File: config.mk
export PLATFORM = sky130hd
export DESIGN_NAME = c_escape_sequence_decoder_unit
export DESIGN_NICKNAME = d
export VERILOG_FILES = /design/src/rtl/ced_pkg.sv /design/src/rtl/c_escape_sequence_decoder_unit.sv /design/src/rtl/ced_decode.sv /design/src/rtl/ced_outq.sv
export SDC_FILE = /design/constraint.sdc
export NUM_CORES = 1
export LEC_CHECK = 0
export ABC_AREA = 0
export BUFFER_PORTS_ARGS = -buffer_cell sky130_fd_sc_hd__buf_4
export CAP_MARGIN = 20
export CORE_MARGIN = 8
export CORE_UTILIZATION = 40
export DETAILED_ROUTE_END_ITERATION = 8
export PLACE_DENSITY = 0.64
export REMOVE_ABC_BUFFERS = 1
export SKIP_CTS_REPAIR_TIMING = 1
export SYNTH_ARGS = -nofsm -noshare
export SYNTH_HDL_FRONTEND = slang
export SYNTH_SLANG_ARGS = --single-unit
File: constraint.sdc
create_clock -name clk -period 7.2 [get_ports clk]
set_input_delay 1.08 -clock clk [delete_from_list [all_inputs] [get_ports clk]]
set_output_delay 1.08 -clock clk [all_outputs]
set_load 0.005 [all_outputs]
File: src/rtl/ced_pkg.sv
// ----------------------------------------------------------------------------
// ced_pkg: shared types and constants for the escape sequence decoder
// Result item layout, status codes and the character codes the decoder uses.
// ----------------------------------------------------------------------------
package ced_pkg;

  // Result status codes
  localparam logic [1:0] ST_OK       = 2'd0;
  localparam logic [1:0] ST_UNKNOWN  = 2'd1;
  localparam logic [1:0] ST_OCT_TRNC = 2'd2;
  localparam logic [1:0] ST_DANGLING = 2'd3;

  // Character codes
  localparam logic [7:0] CH_BACKSLASH = 8'h5C;
  localparam logic [7:0] CH_DQUOTE    = 8'h22;
  localparam logic [7:0] CH_SQUOTE    = 8'h27;
  localparam logic [7:0] CH_QMARK     = 8'h3F;
  localparam logic [7:0] CH_0         = 8'h30;
  localparam logic [7:0] CH_7         = 8'h37;
  localparam logic [7:0] CH_8         = 8'h38;
  localparam logic [7:0] CH_9         = 8'h39;
  localparam logic [7:0] CH_LA        = 8'h61;
  localparam logic [7:0] CH_LB        = 8'h62;
  localparam logic [7:0] CH_LF        = 8'h66;
  localparam logic [7:0] CH_LN        = 8'h6E;
  localparam logic [7:0] CH_LR        = 8'h72;
  localparam logic [7:0] CH_LT        = 8'h74;
  localparam logic [7:0] CH_LV        = 8'h76;
  localparam logic [7:0] CH_LX        = 8'h78;
  localparam logic [7:0] CH_UA        = 8'h41;
  localparam logic [7:0] CH_UF        = 8'h46;

  // Control codes produced by the named escapes
  localparam logic [7:0] CODE_BEL = 8'h07;
  localparam logic [7:0] CODE_BS  = 8'h08;
  localparam logic [7:0] CODE_FF  = 8'h0C;
  localparam logic [7:0] CODE_LF  = 8'h0A;
  localparam logic [7:0] CODE_CR  = 8'h0D;
  localparam logic [7:0] CODE_HT  = 8'h09;
  localparam logic [7:0] CODE_VT  = 8'h0B;

  localparam logic [8:0] BYTE_MAX = 9'd255;

  typedef struct packed {
    logic [7:0] out_byte;
    logic [1:0] status;
    logic       run_last;
    logic       string_end;
  } res_t;

  // Results of one accepted item, in order
  typedef struct packed {
    logic [1:0] num;
    res_t       r0;
    res_t       r1;
  } dec_out_t;

endpackage

File: src/rtl/c_escape_sequence_decoder_unit.sv
// ----------------------------------------------------------------------------
// c_escape_sequence_decoder_unit: C string literal escape decoder
// Decodes a string literal body, one byte per transfer, into its bytes.
//
//   channel  dir  tdata        tuser                  tlast
//   in_      in   in_byte      -                      in_last
//   out_     out  out_byte     status, run_last       string_end
//
// One input byte is taken per cycle while in_tready is high; its results are
// written into a four-entry queue in the same cycle and leave one per cycle
// while out_tready is high. A byte that ends a numeric escape early can
// yield two results, so a steady stream of those is limited by the output port.
// in_tready drops while the queue holds more than two results.
// Reset returns the decoder to plain text and empties the queue.
// ----------------------------------------------------------------------------
module c_escape_sequence_decoder_unit import ced_pkg::*; (
  input  logic       clk,
  input  logic       rst_n,
  input  logic       in_tvalid,
  output logic       in_tready,
  input  logic [7:0] in_tdata,   // [7:0] in_byte
  input  logic       in_tlast,
  output logic       out_tvalid,
  input  logic       out_tready,
  output logic [7:0] out_tdata,  // [7:0] out_byte
  output logic [2:0] out_tuser,  // [1:0] status, [2] run_last
  output logic       out_tlast
);

  dec_out_t dec;
  res_t     res;
  logic     accept;

  assign accept = in_tvalid && in_tready;

  ced_decode u_decode (
    .clk     (clk),
    .rst_n   (rst_n),
    .accept  (accept),
    .in_byte (in_tdata),
    .in_last (in_tlast),
    .dec     (dec)
  );

  ced_outq u_outq (
    .clk       (clk),
    .rst_n     (rst_n),
    .push      (accept),
    .dec       (dec),
    .room      (in_tready),
    .out_valid (out_tvalid),
    .out_ready (out_tready),
    .out_res   (res)
  );

  assign out_tdata = res.out_byte;
  assign out_tuser = {res.run_last, res.status};
  assign out_tlast = res.string_end;

endmodule

File: src/rtl/ced_decode.sv
// ----------------------------------------------------------------------------
// ced_decode: escape state and per-byte decode
// Holds the escape mode, digit count and accumulator, and turns one input
// byte into zero, one or two result items.
// ----------------------------------------------------------------------------
module ced_decode import ced_pkg::*; (
  input  logic       clk,
  input  logic       rst_n,
  input  logic       accept,
  input  logic [7:0] in_byte,
  input  logic       in_last,
  output dec_out_t   dec
);

  typedef enum logic [1:0] {
    MODE_PLAIN = 2'd0,
    MODE_ESC   = 2'd1,
    MODE_OCT   = 2'd2,
    MODE_HEX   = 2'd3
  } mode_t;

  mode_t      mode_r, mode_nxt;
  logic [1:0] cnt_r, cnt_nxt;
  logic [8:0] acc_r, acc_nxt;

  function automatic logic [9:0] named_escape(input logic [7:0] b);
    logic [9:0] r;
    r = {b, ST_OK};
    unique case (b) inside
      CH_DQUOTE, CH_SQUOTE, CH_QMARK, CH_BACKSLASH: r = {b, ST_OK};
      CH_LA:   r = {CODE_BEL, ST_OK};
      CH_LB:   r = {CODE_BS, ST_OK};
      CH_LF:   r = {CODE_FF, ST_OK};
      CH_LN:   r = {CODE_LF, ST_OK};
      CH_LR:   r = {CODE_CR, ST_OK};
      CH_LT:   r = {CODE_HT, ST_OK};
      CH_LV:   r = {CODE_VT, ST_OK};
      default: r = {b, ST_UNKNOWN};
    endcase
    return r;
  endfunction

  // Bit 4 flags a hex digit, bits 3:0 hold its value
  function automatic logic [4:0] hex_value(input logic [7:0] b);
    logic [4:0] r;
    r = 5'd0;
    if (b >= CH_0 && b <= CH_9)
      r = {1'b1, 4'(b - CH_0)};
    else if (b >= CH_LA && b <= CH_LF)
      r = {1'b1, 4'(b - CH_LA + 8'd10)};
    else if (b >= CH_UA && b <= CH_UF)
      r = {1'b1, 4'(b - CH_UA + 8'd10)};
    return r;
  endfunction

  logic       is_oct;
  logic [4:0] hv;
  logic       as_plain;
  logic       a_v, b_v, c_v;
  logic [9:0] a_d, b_d, c_d;     // {byte, status}
  logic [9:0] named;
  logic [9:0] first_d, second_d;
  logic [1:0] num;

  always_comb begin
    mode_nxt = mode_r;
    cnt_nxt  = cnt_r;
    acc_nxt  = acc_r;
    as_plain = 1'b0;
    a_v = 1'b0;
    b_v = 1'b0;
    c_v = 1'b0;
    a_d = '0;
    b_d = '0;
    c_d = '0;
    is_oct = (in_byte >= CH_0) && (in_byte <= CH_7);
    hv     = hex_value(in_byte);
    named  = named_escape(in_byte);

    // Plain text, or escape in progress
    unique case (mode_r)
      MODE_PLAIN: begin
        as_plain = 1'b1;
      end
      MODE_ESC: begin
        if (is_oct) begin
          mode_nxt = MODE_OCT;
          acc_nxt  = 9'(in_byte - CH_0);
          cnt_nxt  = 2'd1;
        end else if (in_byte == CH_8 || in_byte == CH_9) begin
          a_v      = 1'b1;
          a_d      = {8'd0, ST_OK};
          mode_nxt = MODE_PLAIN;
          cnt_nxt  = 2'd0;
          acc_nxt  = 9'd0;
          as_plain = 1'b1;
        end else if (in_byte == CH_LX) begin
          mode_nxt = MODE_HEX;
          acc_nxt  = 9'd0;
          cnt_nxt  = 2'd0;
        end else begin
          a_v      = 1'b1;
          a_d      = named;
          mode_nxt = MODE_PLAIN;
          cnt_nxt  = 2'd0;
          acc_nxt  = 9'd0;
        end
      end
      MODE_OCT: begin
        if (is_oct) begin
          acc_nxt = {acc_r[5:0], in_byte[2:0]};
          cnt_nxt = cnt_r + 2'd1;
          if (cnt_r == 2'd2) begin
            a_v      = 1'b1;
            a_d      = {acc_nxt[7:0], (acc_nxt > BYTE_MAX) ? ST_OCT_TRNC : ST_OK};
            mode_nxt = MODE_PLAIN;
            cnt_nxt  = 2'd0;
            acc_nxt  = 9'd0;
          end
        end else begin
          a_v      = 1'b1;
          a_d      = {acc_r[7:0], (acc_r > BYTE_MAX) ? ST_OCT_TRNC : ST_OK};
          mode_nxt = MODE_PLAIN;
          cnt_nxt  = 2'd0;
          acc_nxt  = 9'd0;
          as_plain = 1'b1;
        end
      end
      MODE_HEX: begin
        if (hv[4]) begin
          acc_nxt = {acc_r[4:0], hv[3:0]};
          cnt_nxt = cnt_r + 2'd1;
          if (cnt_r >= 2'd1) begin
            a_v      = 1'b1;
            a_d      = {acc_nxt[7:0], (acc_nxt > BYTE_MAX) ? ST_OCT_TRNC : ST_OK};
            mode_nxt = MODE_PLAIN;
            cnt_nxt  = 2'd0;
            acc_nxt  = 9'd0;
          end
        end else begin
          a_v      = 1'b1;
          a_d      = {acc_r[7:0], (acc_r > BYTE_MAX) ? ST_OCT_TRNC : ST_OK};
          mode_nxt = MODE_PLAIN;
          cnt_nxt  = 2'd0;
          acc_nxt  = 9'd0;
          as_plain = 1'b1;
        end
      end
      default: ;
    endcase

    // Byte as ordinary text
    if (as_plain) begin
      if (in_byte == CH_BACKSLASH) begin
        mode_nxt = MODE_ESC;
        cnt_nxt  = 2'd0;
        acc_nxt  = 9'd0;
      end else begin
        b_v = 1'b1;
        b_d = {in_byte, ST_OK};
      end
    end

    // Flush whatever is pending at the end of the string
    if (in_last) begin
      if (mode_nxt == MODE_ESC) begin
        c_v = 1'b1;
        c_d = {8'd0, ST_DANGLING};
      end else if (mode_nxt == MODE_OCT || mode_nxt == MODE_HEX) begin
        c_v = 1'b1;
        c_d = {acc_nxt[7:0], (acc_nxt > BYTE_MAX) ? ST_OCT_TRNC : ST_OK};
      end
      mode_nxt = MODE_PLAIN;
      cnt_nxt  = 2'd0;
      acc_nxt  = 9'd0;
    end

    // Pack in order; at most two of the three are ever set
    num      = 2'(a_v) + 2'(b_v) + 2'(c_v);
    first_d  = a_v ? a_d : (b_v ? b_d : c_d);
    second_d = (a_v && b_v) ? b_d : c_d;

    dec.num           = num;
    dec.r0.out_byte   = first_d[9:2];
    dec.r0.status     = first_d[1:0];
    dec.r0.run_last   = (num == 2'd1);
    dec.r0.string_end = (num == 2'd1) && in_last;
    dec.r1.out_byte   = second_d[9:2];
    dec.r1.status     = second_d[1:0];
    dec.r1.run_last   = 1'b1;
    dec.r1.string_end = in_last;
  end

  always_ff @(posedge clk) begin
    if (!rst_n) begin
      mode_r <= MODE_PLAIN;
      cnt_r  <= 2'd0;
      acc_r  <= 9'd0;
    end else if (accept) begin
      mode_r <= mode_nxt;
      cnt_r  <= cnt_nxt;
      acc_r  <= acc_nxt;
    end
  end

endmodule

File: src/rtl/ced_outq.sv
// ----------------------------------------------------------------------------
// ced_outq: result queue
// Four-entry register queue that takes up to two results per cycle while room
// is high and presents one per cycle on the result channel while out_ready is high.
// ----------------------------------------------------------------------------
module ced_outq import ced_pkg::*; (
  input  logic     clk,
  input  logic     rst_n,
  input  logic     push,
  input  dec_out_t dec,
  output logic     room,
  output logic     out_valid,
  input  logic     out_ready,
  output res_t     out_res
);

  localparam int unsigned DEPTH = 4;

  res_t       mem_r [DEPTH];
  logic [1:0] wr_r, wr_nxt;
  logic [1:0] rd_r, rd_nxt;
  logic [2:0] cnt_r, cnt_nxt;
  logic [1:0] push_n;
  logic       pop;

  assign push_n    = push ? dec.num : 2'd0;
  assign out_valid = (cnt_r != 3'd0);
  assign pop       = out_valid && out_ready;
  assign room      = (cnt_r <= 3'(DEPTH - 2));
  assign out_res   = mem_r[rd_r];

  always_comb begin
    wr_nxt  = wr_r + push_n;
    rd_nxt  = rd_r + 2'(pop);
    cnt_nxt = cnt_r + 3'(push_n) - 3'(pop);
  end

  always_ff @(posedge clk) begin
    if (push_n != 2'd0) mem_r[wr_r] <= dec.r0;
    if (push_n == 2'd2) mem_r[wr_r + 2'd1] <= dec.r1;
  end

  always_ff @(posedge clk) begin
    if (!rst_n) begin
      wr_r  <= 2'd0;
      rd_r  <= 2'd0;
      cnt_r <= 3'd0;
    end else begin
      wr_r  <= wr_nxt;
      rd_r  <= rd_nxt;
      cnt_r <= cnt_nxt;
    end
  end

endmodule
==> key figures, run 1 <==
Yosys
  • Fraction of the yosys area taken by sequential cells: 37.5%
  • Unique cell type count in the Yosys netlist: 69
  • Post-synthesis area per instance: 9.32 sq um
  • Main combinational cell family by area after synthesis: compound AO/OA/AOI/OAI gates
  • Netlist area before placement: 4810 sq um
  • Share of synthesized cell area in and, or, nand and nor gates: 19.2%
  • Flop and latch count out of synthesis: 68
  • Post-synthesis cell count: 516
  • Synth Area in XOR/XNOR: 1.27%
  • Adder-cell area share of the yosys netlist: 5.51%
  • Compound-gate portion of the synthesized area: 25.7%
  • Number of enable flip-flop cells after synthesis: 44
  • Most instantiated flip-flop cell in the synthesis netlist: sky130_fd_sc_hd__edfxtp_1
  • Share of flip-flops with an asynchronous set or reset after synthesis: 0%
  • Multiplexer fraction of the synthesized cell area: 5.83%
  • Yosys warning count: 0

STA
  • Minimum period implied by the final worst setup slack: 5.43 ns
  • Unrepaired setup endpoints after global routing: false
  • Total negative setup slack: 0 ns
  • Final slew viol count: 0
  • Finish-stage setup viols: 0
  • Peak clock frequency supported by timing: 0.184 GHz
  • Max_slew headroom: 42.5%
  • Slew at the pin closest to its max-slew limit: 0.862 ns
  • Count of final hold-check violations: 0
  • Final period utilization: 75.3%
  • Setup Skew: 0.00620 ns

Pwr
  • Leakage power total: 1.93 nW
  • IR Drop Worst-Case VDD: 0.0000940 V
  • Power density over the cells: 239 nW/um^2

Setup path
  • Critical-path cell with the highest stage delay: sky130_fd_sc_hd__nand2_1
  • Cell-by-cell trace of the critical path: buf_4 > inv_1 > ha_1 > nor4b_1 > o211ai_1 > a22o_1 > o2bb2ai_1 > and2_1 > a311oi_1 > inv_1 > a21oi_1 > fa_1 > a21oi_1 > nand3_1 > nand2_1
  • Biggest cell delay along the critical path: 0.55 ns
  • Largest fanout of any net on the critical path: 14
  • Required arrival time at the worst endpoint: 7.17 ns
  • Capture point of the worst path: u_outq.mem_r[3][8]$_DFFE_PP_
  • Capturing element type of the critical path: flop
  • Startpoint types: input pin
  • R2R Path Start: u_decode.cnt_r[0]$_SDFFE_PN0P_
  • Critical path class: in2reg
  • Worst R2R Setup Slack: 2.84 ns
  • Capture instance of the worst register-to-register path: u_outq.mem_r[1][9]$_DFFE_PP_
  • Worst reg-to-reg path cell count: 10
  • WP data arrival: 5.40 ns
  • Critical path startpoint: in_tdata[0]

Clock network
  • TritonCTS clock tree: done
  • Clock transition at the registers of the reported paths: 0.05 ns
  • H-Tree Level Count: 3
  • Total CTS buffers: 9
  • Cell at the root of the clock tree: sky130_fd_sc_hd__clkbuf_16
  • Clock Latency Late Sink: 0.33 ns
  • Clock Path Buffers: 2
  • Clock sink count: 68

Place
  • Routability-driven placement congestion ratio: 0.951
  • Half-perimeter wire length after detailed placement: 10300 microns
  • Number of placed instances with taps included: 651
  • Port-buffer cells: 26
  • Cell area reported after detailed placement: 5050 sq um

Drt
  • Count of vias placed by the detailed router: 4338
  • Routed via count divided by cell count: 6.50
  • Final ANT Viol Nets: 0
  • Final routed wire length divided by cell count: 20.7 microns
  • Detailed-route wire length: 13800 microns
  • Count of unresolved DRC violations after routing: 0
  • Initial DRC Count: 570
  • Pre-Repair DR Iteration Count: 7

Cells and area
  • Count of inserted antenna diode cells: 0
  • Final design instance area without fill: 5340 sq um
  • Commonest cells after routing, fill and taps aside: 44 x sky130_fd_sc_hd__edfxtp_1, 40 x sky130_fd_sc_hd__o22ai_1, 36 x sky130_fd_sc_hd__nand2_1
  • Area growth from synthesis to final layout: 11.0%
  • Final layout net count: 548
  • Fraction of layout instances using a drive strength above 1: 13.1%
  • Final non-filler cell total: 667
  • Most common library cell in the layout ignoring fill and taps: sky130_fd_sc_hd__edfxtp_1

Global routing
  • First-pass GRT wire length: 22100 microns
  • All-layer global routing usage: 17.3%
  • Sum of overflow across all layers after global routing: 0
  • Initial antenna violation count: 0
  • Maximum number of pins on one net before global-route repair: 31
  • Number of global-route vias before repair: 4077

Run
  • Number of max-cap violations: 0

Die
  • Std-Cell Rows: 40
  • Placeable core area: 11900 sq um
  • Floorplan die area: 15800 sq um
  • Effective utilization at floorplan: 40.6%
  • Height of the die: 126 microns
  • Ports placed on the boundary: 27
  • Die span in x: 126 microns

Worst hold path
  • Worst min-delay path category: reg2reg

Run status
  • Status: finished, final reports clean
## synthesized netlist by cell type (all sizes together), types with 10 or more instances
cell / number / share of area (%)
o21ai: 18 / 1.9
clkbuf: 32 / 2.5
edfxtp: 44 / 27
and2: 16 / 2.1
nor2: 30 / 2.3
buf: 10 / 1.1
dfxtp: 24 / 10
nand3: 18 / 1.9
mux4: 12 / 5.6
nor2b: 15 / 2.0
ha: 18 / 4.7
a21oi: 33 / 3.5
inv: 18 / 1.4
nand2: 36 / 2.8
a21o: 10 / 1.6
o22ai: 40 / 5.2
nor3: 10 / 1.3
## state kept, by name, indices dropped and copies added (netlist names)
name	flops
u_outq.mem_r	48
u_decode.acc_r	9
u_outq.cnt_r	3
u_decode.cnt_r	2
u_decode.mode_r	2
u_outq.rd_r	2
u_outq.wr_r	2
## cell families (layout without fill, tap and decap cells)
kind of cell	Yosys count	in the layout
muxes	13	13
buffers and inverters	60	64
xor gates and xnor gates	7	7
adders and majority gates	20	20
AOI/OAI and AO/OA	180	180
DFF	68	68
and+or+nand+nor	168	168
## area by class of cell
| cell class | instances | area [sq um] |
|---|---|---|
| fillers | 1121 | 6520 |
| clock buffers | 9 | 225 |
| flip-flops and latches | 68 | 1800 |
| well taps | 147 | 184 |
| inverters | 18 | 67.6 |
| clock inverters | 7 | 66.3 |
| multi-input cells | 388 | 2770 |
| repair buffers | 30 | 225 |
## power by group
| part | total (mW) | switching [mW] | leakage (nW) | internal (mW) |
|---|---|---|---|---|
| Combinational | 0.328 | 0.156 | 1.14 | 0.172 |
| Clock | 0.430 | 0.164 | 0.137 | 0.266 |
| Sequential | 0.516 | 0.0419 | 0.655 | 0.474 |
| Total | 1.27 | 0.362 | 1.93 | 0.912 |
## per-layer routing
metal	vias to the layer above	global-route usage, %	share of wire, %	wire (microns)
met3	30	3.50	7.8	1080
li1	1997	-	-	-
met1	2065	22.3	43	5960
met2	246	27.6	46	6390
met5	-	0	0	0
met4	0	7.66	2.6	363
## metrics by stage
stage               setup slack, ns  power (mW)  hold slack (ns)  util (%)
finish                         1.77        1.27            0.461      45.0
global route                   1.34        1.34            0.483      45.0
CTS                            1.84        1.29            0.469      45.0
detailed placement             1.51       0.860            0.456      42.6
global placement               1.68       0.852            0.444      42.6
floorplan                      2.32       0.717            0.421         -
## worst min-delay path by stage
stage	startpoint	end	slack, ns	depth (start not counted)
global route	u_outq.mem_r[1][1]$_SDFFE_PP1P_	u_outq.mem_r[1][1]$_SDFFE_PP1P_	0.48	1
floorplan	u_outq.mem_r[2][1]$_SDFFE_PP1P_	u_outq.mem_r[2][1]$_SDFFE_PP1P_	0.42	1
global placement	u_outq.mem_r[2][1]$_SDFFE_PP1P_	u_outq.mem_r[2][1]$_SDFFE_PP1P_	0.44	1
CTS	u_outq.mem_r[2][1]$_SDFFE_PP1P_	u_outq.mem_r[2][1]$_SDFFE_PP1P_	0.47	1
finish	u_outq.mem_r[2][1]$_SDFFE_PP1P_	u_outq.mem_r[2][1]$_SDFFE_PP1P_	0.46	1
detailed placement	u_outq.mem_r[2][1]$_SDFFE_PP1P_	u_outq.mem_r[2][1]$_SDFFE_PP1P_	0.46	1
## critical path, delay by kind of cell
kind / cells / cell delay, ns
simple gates: 4 / 1.41
fa+ha+maj: 2 / 0.82
buf+inv: 3 / 0.31
compound gates: 6 / 1.78
No activity file was read; power rests on OpenSTA's default activity.
==> run 2, diff against run 1 <==
--- a/config.mk
+++ b/config.mk
@@ -5,13 +5,13 @@
 export SDC_FILE = /design/constraint.sdc
 export NUM_CORES = 1
 export LEC_CHECK = 0
-export ABC_AREA = 0
+export ABC_AREA = 1
 export BUFFER_PORTS_ARGS = -buffer_cell sky130_fd_sc_hd__buf_4
 export CAP_MARGIN = 20
 export CORE_MARGIN = 8
 export CORE_UTILIZATION = 40
 export DETAILED_ROUTE_END_ITERATION = 8
-export PLACE_DENSITY = 0.64
+export PLACE_DENSITY = 0.66
 export REMOVE_ABC_BUFFERS = 1
 export SKIP_CTS_REPAIR_TIMING = 1
 export SYNTH_ARGS = -nofsm -noshare
==> constraint.sdc (replaced) <==
create_clock -name clk -period 4.99 [get_ports clk]
set_input_delay 0.7485 -clock clk [delete_from_list [all_inputs] [get_ports clk]]
set_output_delay 0.7485 -clock clk [all_outputs]
set_load 0.005 [all_outputs]
==> run 2 against run 1 <==
  * Sequential power rose by 45%
  * Sequential share of layout area fell by 2.4 points
  * First-iteration DRC count fell by 16%
  * Final area rose by 7.8%
  * Via count rose by 16%
  * Largest cell class unchanged
  * Synthesized cell count rose by 40%
  * Highest routed layer unchanged
  * Clock skew barely moved
  * Flip-flop and latch count did not move
==> key figures, run 2 <==
STA
  • Unrepaired setup endpoints after global routing: false
  • Peak clock frequency supported by timing: 0.227 GHz
  • Setup Skew: 0.00663 ns
  • Final period utilization: 88.3%
  • Total negative setup slack: 0 ns
  • Finish-stage setup viols: 0
  • Count of final hold-check violations: 0
  • Minimum period implied by the final worst setup slack: 4.41 ns
  • Max_slew headroom: 41.7%
  • Final slew viol count: 0
  • Slew at the pin closest to its max-slew limit: 0.874 ns

Yosys
  • Number of enable flip-flop cells after synthesis: 44
  • Largest area contributor in the synthesized netlist: sky130_fd_sc_hd__edfxtp_1
  • Post-synthesis cell count: 723
  • Netlist area before placement: 4980 sq um
  • Top-area cell type share of the netlist area: 26.6%
  • Cell types occupying the most area after synthesis: sky130_fd_sc_hd__edfxtp_1 27%, sky130_fd_sc_hd__nand2_1 15%, sky130_fd_sc_hd__dfxtp_1 9.7%
  • Fraction of the yosys area taken by sequential cells: 36.2%
  • Post-synthesis area per instance: 6.88 sq um
  • Most common library cells after synthesis: 205 x sky130_fd_sc_hd__nand2_1, 74 x sky130_fd_sc_hd__inv_1, 74 x sky130_fd_sc_hd__nand3_1
  • Share of flip-flops with an asynchronous set or reset after synthesis: 0%
  • Most common cell in the synthesized netlist: sky130_fd_sc_hd__nand2_1
  • Yosys warning count: 0
  • Most instantiated flip-flop cell in the synthesis netlist: sky130_fd_sc_hd__edfxtp_1
  • Flop and latch count out of synthesis: 68
  • Unique cell type count in the Yosys netlist: 40

Setup path
  • Capturing element type of the critical path: flop
  • Capture instance of the worst register-to-register path: u_outq.mem_r[0][5]$_DFFE_PP_
  • Required arrival time at the worst endpoint: 4.98 ns
  • Critical path startpoint: in_tdata[0]
  • Startpoint types: input pin
  • WP data arrival: 4.40 ns
  • R2R Path Start: u_decode.mode_r[1]$_SDFFE_PN0P_
  • Worst reg-to-reg path cell count: 17
  • Critical path class: in2reg
  • Largest fanout of any net on the critical path: 11
  • Worst R2R Setup Slack: 1.02 ns

Pwr
  • Overall power of the completed layout: 1.97 mW
  • Power density over the cells: 342 nW/um^2
  • Internal cell power: 1.35 mW
  • Leakage power total: 2.62 nW
  • Clock network power share: 34.7%
  • Share of total power in sequential cells: 38.0%
  • Switching Share: 31.4%
  • Net switching power of the design: 0.618 mW
  • Part of the total power dissipated in combinational logic: 27.3%
  • IR Drop Worst-Case VDD: 0.000144 V

Cells and area
  • Largest register FFs: 48
  • Total area of multi-input combinational cells: 2750 sq um
  • Layout fillers: 1207
  • Reg with most FFs: u_outq.mem_r
  • Count of inserted antenna diode cells: 0
  • FF/Latch Area: 1800 sq um
  • Final layout net count: 791
  • Largest registers ranked by flip-flop count: u_outq.mem_r x48, u_decode.acc_r x9, u_outq.cnt_r x3
  • Commonest cells after routing, fill and taps aside: 205 x sky130_fd_sc_hd__nand2_1, 74 x sky130_fd_sc_hd__inv_1, 74 x sky130_fd_sc_hd__nand3_1
  • Fraction of layout instances using a drive strength above 1: 11.9%
  • Area growth from synthesis to final layout: 15.6%
  • Most common library cell in the layout ignoring fill and taps: sky130_fd_sc_hd__nand2_1
  • Final non-filler cell total: 931

Clock network
  • Clock Path Buffers: 2
  • Clock Latency Late Sink: 0.34 ns
  • Clock transition at the registers of the reported paths: 0.05 ns
  • Clock sink count: 68
  • H-Tree Level Count: 3
  • Total CTS buffers: 9
  • Cell at the root of the clock tree: sky130_fd_sc_hd__clkbuf_16
  • TritonCTS clock tree: done

Place
  • Routability-driven placement congestion ratio: 0.965
  • Number of placed instances with taps included: 915
  • Port-buffer cells: 26
  • Half-perimeter wire length after detailed placement: 12600 microns

Drt
  • Count of unresolved DRC violations after routing: 0
  • Final ANT Viol Nets: 0
  • Final routed wire length divided by cell count: 16.8 microns
  • Initial DRC Count: 476
  • Routed via count divided by cell count: 5.38
  • Pre-Repair DR Iteration Count: 5
  • Count of vias placed by the detailed router: 5013
  • Detailed-route wire length: 15600 microns

Global routing
  • Maximum number of pins on one net before global-route repair: 27
  • Number of global-route vias before repair: 4794
  • Sum of overflow across all layers after global routing: 0
  • All-layer global routing usage: 19.6%
  • First-pass GRT wire length: 25100 microns
  • Initial antenna violation count: 0

Die
  • Height of the die: 128 microns
  • Ports placed on the boundary: 27
  • Floorplan die area: 16300 sq um
  • Placeable core area: 12100 sq um
  • Std-Cell Rows: 40
  • Die span in x: 128 microns
  • Effective utilization at floorplan: 41.3%

Worst hold path
  • Worst min-delay path category: reg2reg
  • Worst Hold Path EP: u_outq.mem_r[1][1]$_SDFFE_PP1P_
  • Number of cells on the worst hold path: 2
  • Min-delay src: u_outq.mem_r[1][1]$_SDFFE_PP1P_

Run status
  • Status: finished, final reports clean

Run
  • Number of max-cap violations: 0
==> run 2: changes by cell type after synthesis, sizes merged, moves of 10 or more <==
cell | previous run | this run
nand3 | 18 | 75
inv | 18 | 86
and2 | 16 | 0
o21ai | 18 | 63
a21o | 10 | 0
clkbuf | 32 | 17
mux4 | 12 | 0
nand2 | 36 | 210
nor2b | 15 | 0
nor2 | 30 | 77
o22ai | 40 | 20
==> run 2: worst max path at each step <==
stage                                   endpoint  slack, ns
finish              u_outq.mem_r[0][5]$_DFFE_PP_       0.58
global route        u_outq.mem_r[0][5]$_DFFE_PP_       0.12
CTS                 u_outq.mem_r[0][5]$_DFFE_PP_       0.59
detailed placement  u_outq.mem_r[0][5]$_DFFE_PP_       0.24
global placement    u_outq.mem_r[0][7]$_DFFE_PP_       0.37
floorplan           u_outq.mem_r[1][0]$_DFFE_PP_       0.44
==> run 2: routing by layer <==
metal	GRT usage, %	routed length [microns]	up-vias
met5	0	0	-
met4	8.40	456	0
met3	4.53	928	37
met2	32.1	7400	180
met1	24.3	6860	2309
li1	-	-	2487
==> run 2: power groups by stage <==
stage,Clock (mW),Combinational (mW),Sequential (mW)
2_1_floorplan,0,0.317,0.736
3_3_place_gp,0,0.535,0.754
3_5_place_dp,0,0.539,0.757
4_1_cts,0.689,0.545,0.746
5_1_grt,0.712,0.619,0.758
6_report,0.683,0.538,0.747
==> run 2: cells by family after synthesis <==
family          Yosys count  share of synthesized area (%)
buf+inv                 108                           8.47
simple gates            387                           33.8
fa+ha+maj                20                           5.33
xor+xnor                  7                           1.23
flops                    68                           36.2
compound gates          133                           14.9
==> run 2: stage by stage <==
| step | setup WS [ns] | area (sq um) | hold WS [ns] | util, % |
|---|---|---|---|---|
| floorplan | 0.445 | 4880 | 0.422 | - |
| global placement | 0.368 | 5430 | 0.439 | 45.0 |
| detailed placement | 0.235 | 5430 | 0.439 | 45.0 |
| CTS | 0.586 | 5750 | 0.454 | 47.7 |
| global route | 0.121 | 5750 | 0.486 | 47.7 |
| finish | 0.582 | 5750 | 0.458 | 47.7 |
==> run 2: worst max-delay path, cell delays in order <==
cell and delay (ns):
sky130_fd_sc_hd__buf_4 0.15, sky130_fd_sc_hd__inv_1 0.17, sky130_fd_sc_hd__ha_1 0.32, sky130_fd_sc_hd__inv_1 0.09
sky130_fd_sc_hd__a21oi_1 0.14, sky130_fd_sc_hd__nand2_1 0.08, sky130_fd_sc_hd__o21ai_0 0.20, sky130_fd_sc_hd__a21oi_1 0.11
sky130_fd_sc_hd__nand2_2 0.16, sky130_fd_sc_hd__nand2_2 0.13, sky130_fd_sc_hd__nand3_1 0.15, sky130_fd_sc_hd__nand2_1 0.09
sky130_fd_sc_hd__fa_1 0.44, sky130_fd_sc_hd__nor2_1 0.16, sky130_fd_sc_hd__inv_1 0.09, sky130_fd_sc_hd__nor2_1 0.09
sky130_fd_sc_hd__inv_1 0.06, sky130_fd_sc_hd__nor2_1 0.49, sky130_fd_sc_hd__inv_1 0.15, sky130_fd_sc_hd__nand2_1 0.37
==> run 2: cell type report <==
cell class	count	share of cell area [%]
tap	168	3.65
inverter	87	5.68
timing repair buffer	45	5.87
multi-input combinational	547	47.8
sequential	68	31.3
clock buffer	9	3.91
clock inverter	7	1.74
==> run 3, diff against run 2 <==
--- a/config.mk
+++ b/config.mk
@@ -9,9 +9,10 @@
 export BUFFER_PORTS_ARGS = -buffer_cell sky130_fd_sc_hd__buf_4
 export CAP_MARGIN = 20
 export CORE_MARGIN = 8
-export CORE_UTILIZATION = 40
+export CORE_UTILIZATION = 50
 export DETAILED_ROUTE_END_ITERATION = 8
-export PLACE_DENSITY = 0.66
+export GPL_ROUTABILITY_DRIVEN = 0
+export PLACE_DENSITY = 0.78
 export REMOVE_ABC_BUFFERS = 1
 export SKIP_CTS_REPAIR_TIMING = 1
 export SYNTH_ARGS = -nofsm -noshare
==> run 3 against run 2 <==
  * Clock power shrank 30%
  * Non-clock buffer count decreased by 8
  * Clock skew rose by 0.0079 ns
  * Sequential share of layout area rose by 1.3 points
  * Critical path type unchanged
  * Largest cell class unchanged
==> key figures, run 3 (same netlist as run 2, synthesis figures left out) <==
Global routing
  • Number of global-route vias before repair: 4843
  • Maximum number of pins on one net before global-route repair: 27
  • First-pass GRT wire length: 23500 microns
  • Initial antenna violation count: 0
  • Sum of overflow across all layers after global routing: 0
  • All-layer global routing usage: 21.7%

Place
  • Half-perimeter wire length after detailed placement: 11100 microns
  • Worst-case setup slack after placement: 0.427 ns
  • Port-buffer cells: 26

Die
  • Effective utilization at floorplan: 51.1%
  • Placeable core area: 9730 sq um
  • Floorplan die area: 13400 sq um
  • Height of the die: 116 microns
  • Ports placed on the boundary: 27
  • Std-Cell Rows: 36
  • Die span in x: 116 microns

Setup path
  • WP data arrival: 4.29 ns
  • Biggest cell delay along the critical path: 0.45 ns
  • Cell-by-cell trace of the critical path: buf_4 > inv_1 > ha_1 > inv_1 > nand2_1 > nand3_1 > nand3_1 > nand2_1 > nand3_1 > nand3_2 > nand2_1 > inv_1 > nand3_1 > nand2_1 > fa_1 > nor2_1 > inv_1 > nor2_1 > inv_1 > nor2_1 > inv_1 > nand2_1
  • R2R Path Start: u_decode.mode_r[1]$_SDFFE_PN0P_
  • Worst R2R Setup Slack: 1.24 ns
  • Largest fanout of any net on the critical path: 11
  • Cell repeated most along the worst path: sky130_fd_sc_hd__inv_1
  • Required arrival time at the worst endpoint: 4.97 ns
  • Worst reg-to-reg path cell count: 17
  • Startpoint types: input pin
  • Critical path class: in2reg
  • Capture instance of the worst register-to-register path: u_outq.mem_r[0][11]$_DFFE_PP_
  • Critical-path cell with the highest stage delay: sky130_fd_sc_hd__fa_1
  • Capturing element type of the critical path: flop
  • Critical path startpoint: in_tdata[0]

STA
  • Finish-stage setup viols: 0
  • Peak clock frequency supported by timing: 0.232 GHz
  • Slew at the pin closest to its max-slew limit: 0.805 ns
  • Final slew viol count: 0
  • Smallest setup slack after layout: 0.685 ns
  • Setup Skew: 0.0146 ns
  • Total negative setup slack: 0 ns
  • Unrepaired setup endpoints after global routing: false
  • Max_slew headroom: 46.2%
  • Minimum period implied by the final worst setup slack: 4.31 ns
  • Final period utilization: 86.3%
  • Count of final hold-check violations: 0

Cells and area
  • Count of inserted antenna diode cells: 0
  • Largest register FFs: 48
  • Reg with most FFs: u_outq.mem_r
  • Final layout net count: 783
  • Most common library cell in the layout ignoring fill and taps: sky130_fd_sc_hd__nand2_1
  • Fraction of layout instances using a drive strength above 1: 11.0%
  • Area growth from synthesis to final layout: 11.2%
  • Commonest cells after routing, fill and taps aside: 205 x sky130_fd_sc_hd__nand2_1, 74 x sky130_fd_sc_hd__inv_1, 74 x sky130_fd_sc_hd__nand3_1
  • Largest registers ranked by flip-flop count: u_outq.mem_r x48, u_decode.acc_r x9, u_outq.cnt_r x3
  • Layout fillers: 958

Clock network
  • TritonCTS clock tree: done
  • Clock Path Buffers: 2
  • Total CTS buffers: 9
  • Cell at the root of the clock tree: sky130_fd_sc_hd__clkbuf_8
  • Clock Latency Late Sink: 0.35 ns
  • Clock sink count: 68
  • Clock transition at the registers of the reported paths: 0.09 ns
  • H-Tree Level Count: 3

Drt
  • Final ANT Viol Nets: 0
  • Routed via count divided by cell count: 5.90
  • Count of vias placed by the detailed router: 5239
  • Detailed-route wire length: 14400 microns
  • Initial DRC Count: 686
  • Pre-Repair DR Iteration Count: 8
  • Count of unresolved DRC violations after routing: 0
  • Final routed wire length divided by cell count: 16.2 microns

Pwr
  • Leakage power total: 2.53 nW
  • IR Drop Worst-Case VDD: 0.000194 V
  • Power density over the cells: 316 nW/um^2

Run status
  • Status: finished, final reports clean

Worst hold path
  • Worst min-delay path category: reg2reg
  • Worst Hold Path EP: u_outq.mem_r[0][1]$_SDFFE_PP1P_
  • Min-delay src: u_outq.mem_r[0][1]$_SDFFE_PP1P_
  • Number of cells on the worst hold path: 2

Run
  • Number of max-cap violations: 0
## run 3: cell types whose count changed in the layout (fill, tap and decap cells not counted)
cell	delta
sky130_fd_sc_hd__clkbuf_16	-9
sky130_fd_sc_hd__clkbuf_8	+9
sky130_fd_sc_hd__inv_8	+1
sky130_fd_sc_hd__clkinvlp_4	-1
sky130_fd_sc_hd__buf_4	-8
sky130_fd_sc_hd__clkinv_4	-1
sky130_fd_sc_hd__bufinv_16	-1
sky130_fd_sc_hd__inv_6	+2
## run 3: cell type report
class | count | area (sq um) | area share (%)
clock buffers | 9 | 124 | 2.24
clock inverters | 7 | 82.6 | 1.49
inverters | 87 | 327 | 5.90
multi-input cells | 547 | 2750 | 49.8
flip-flops and latches | 68 | 1800 | 32.6
well taps | 133 | 166 | 3.01
repair buffers | 37 | 278 | 5.02
## run 3: worst max-delay path by stage
stage | cells after the start | endpoint | slack, ns
floorplan | 19 | u_outq.mem_r[1][0]$_DFFE_PP_ | 0.44
global placement | 20 | u_outq.mem_r[0][5]$_DFFE_PP_ | 0.60
detailed placement | 22 | u_outq.mem_r[0][5]$_DFFE_PP_ | 0.43
CTS | 22 | u_outq.mem_r[0][11]$_DFFE_PP_ | 0.76
global route | 20 | u_outq.mem_r[2][5]$_DFFE_PP_ | 0.44
finish | 22 | u_outq.mem_r[0][11]$_DFFE_PP_ | 0.68
## run 3: power by group
part	switching, mW	internal [mW]
sequential	0.0601	0.683
combinational	0.306	0.224
clock	0.237	0.239
## run 3: stage by stage
| stage | std cells | instance area, sq um | total power [mW] | hold slack, ns | util [%] |
|---|---|---|---|---|---|
| 2_1_floorplan | 702 | 4880 | 1.05 | 0.422 | - |
| 3_3_place_gp | 872 | 5330 | 1.28 | 0.444 | 54.7 |
| 3_5_place_dp | 872 | 5330 | 1.29 | 0.449 | 54.7 |
| 4_1_cts | 888 | 5530 | 1.76 | 0.465 | 56.9 |
| 5_1_grt | 888 | 5530 | 1.86 | 0.492 | 56.9 |
| 6_report | 888 | 5530 | 1.75 | 0.467 | 56.9 |
## run 3: worst max-delay path: cells and delay by family
| kind | cells | cell delay (ns) |
|---|---|---|
| adders and majority gates | 2 | 0.77 |
| and+or+nand+nor | 13 | 1.97 |
| buffers and inverters | 7 | 0.78 |
## run 3: layer usage
metal / vias up / GRT usage (%) / wire length [microns]
met3: 57 / 3.96 / 1450
li1: 2467 / - / -
met5: - / 0 / 0
met2: 359 / 36.0 / 6650
met1: 2356 / 27.0 / 5800
met4: 0 / 9.42 / 459
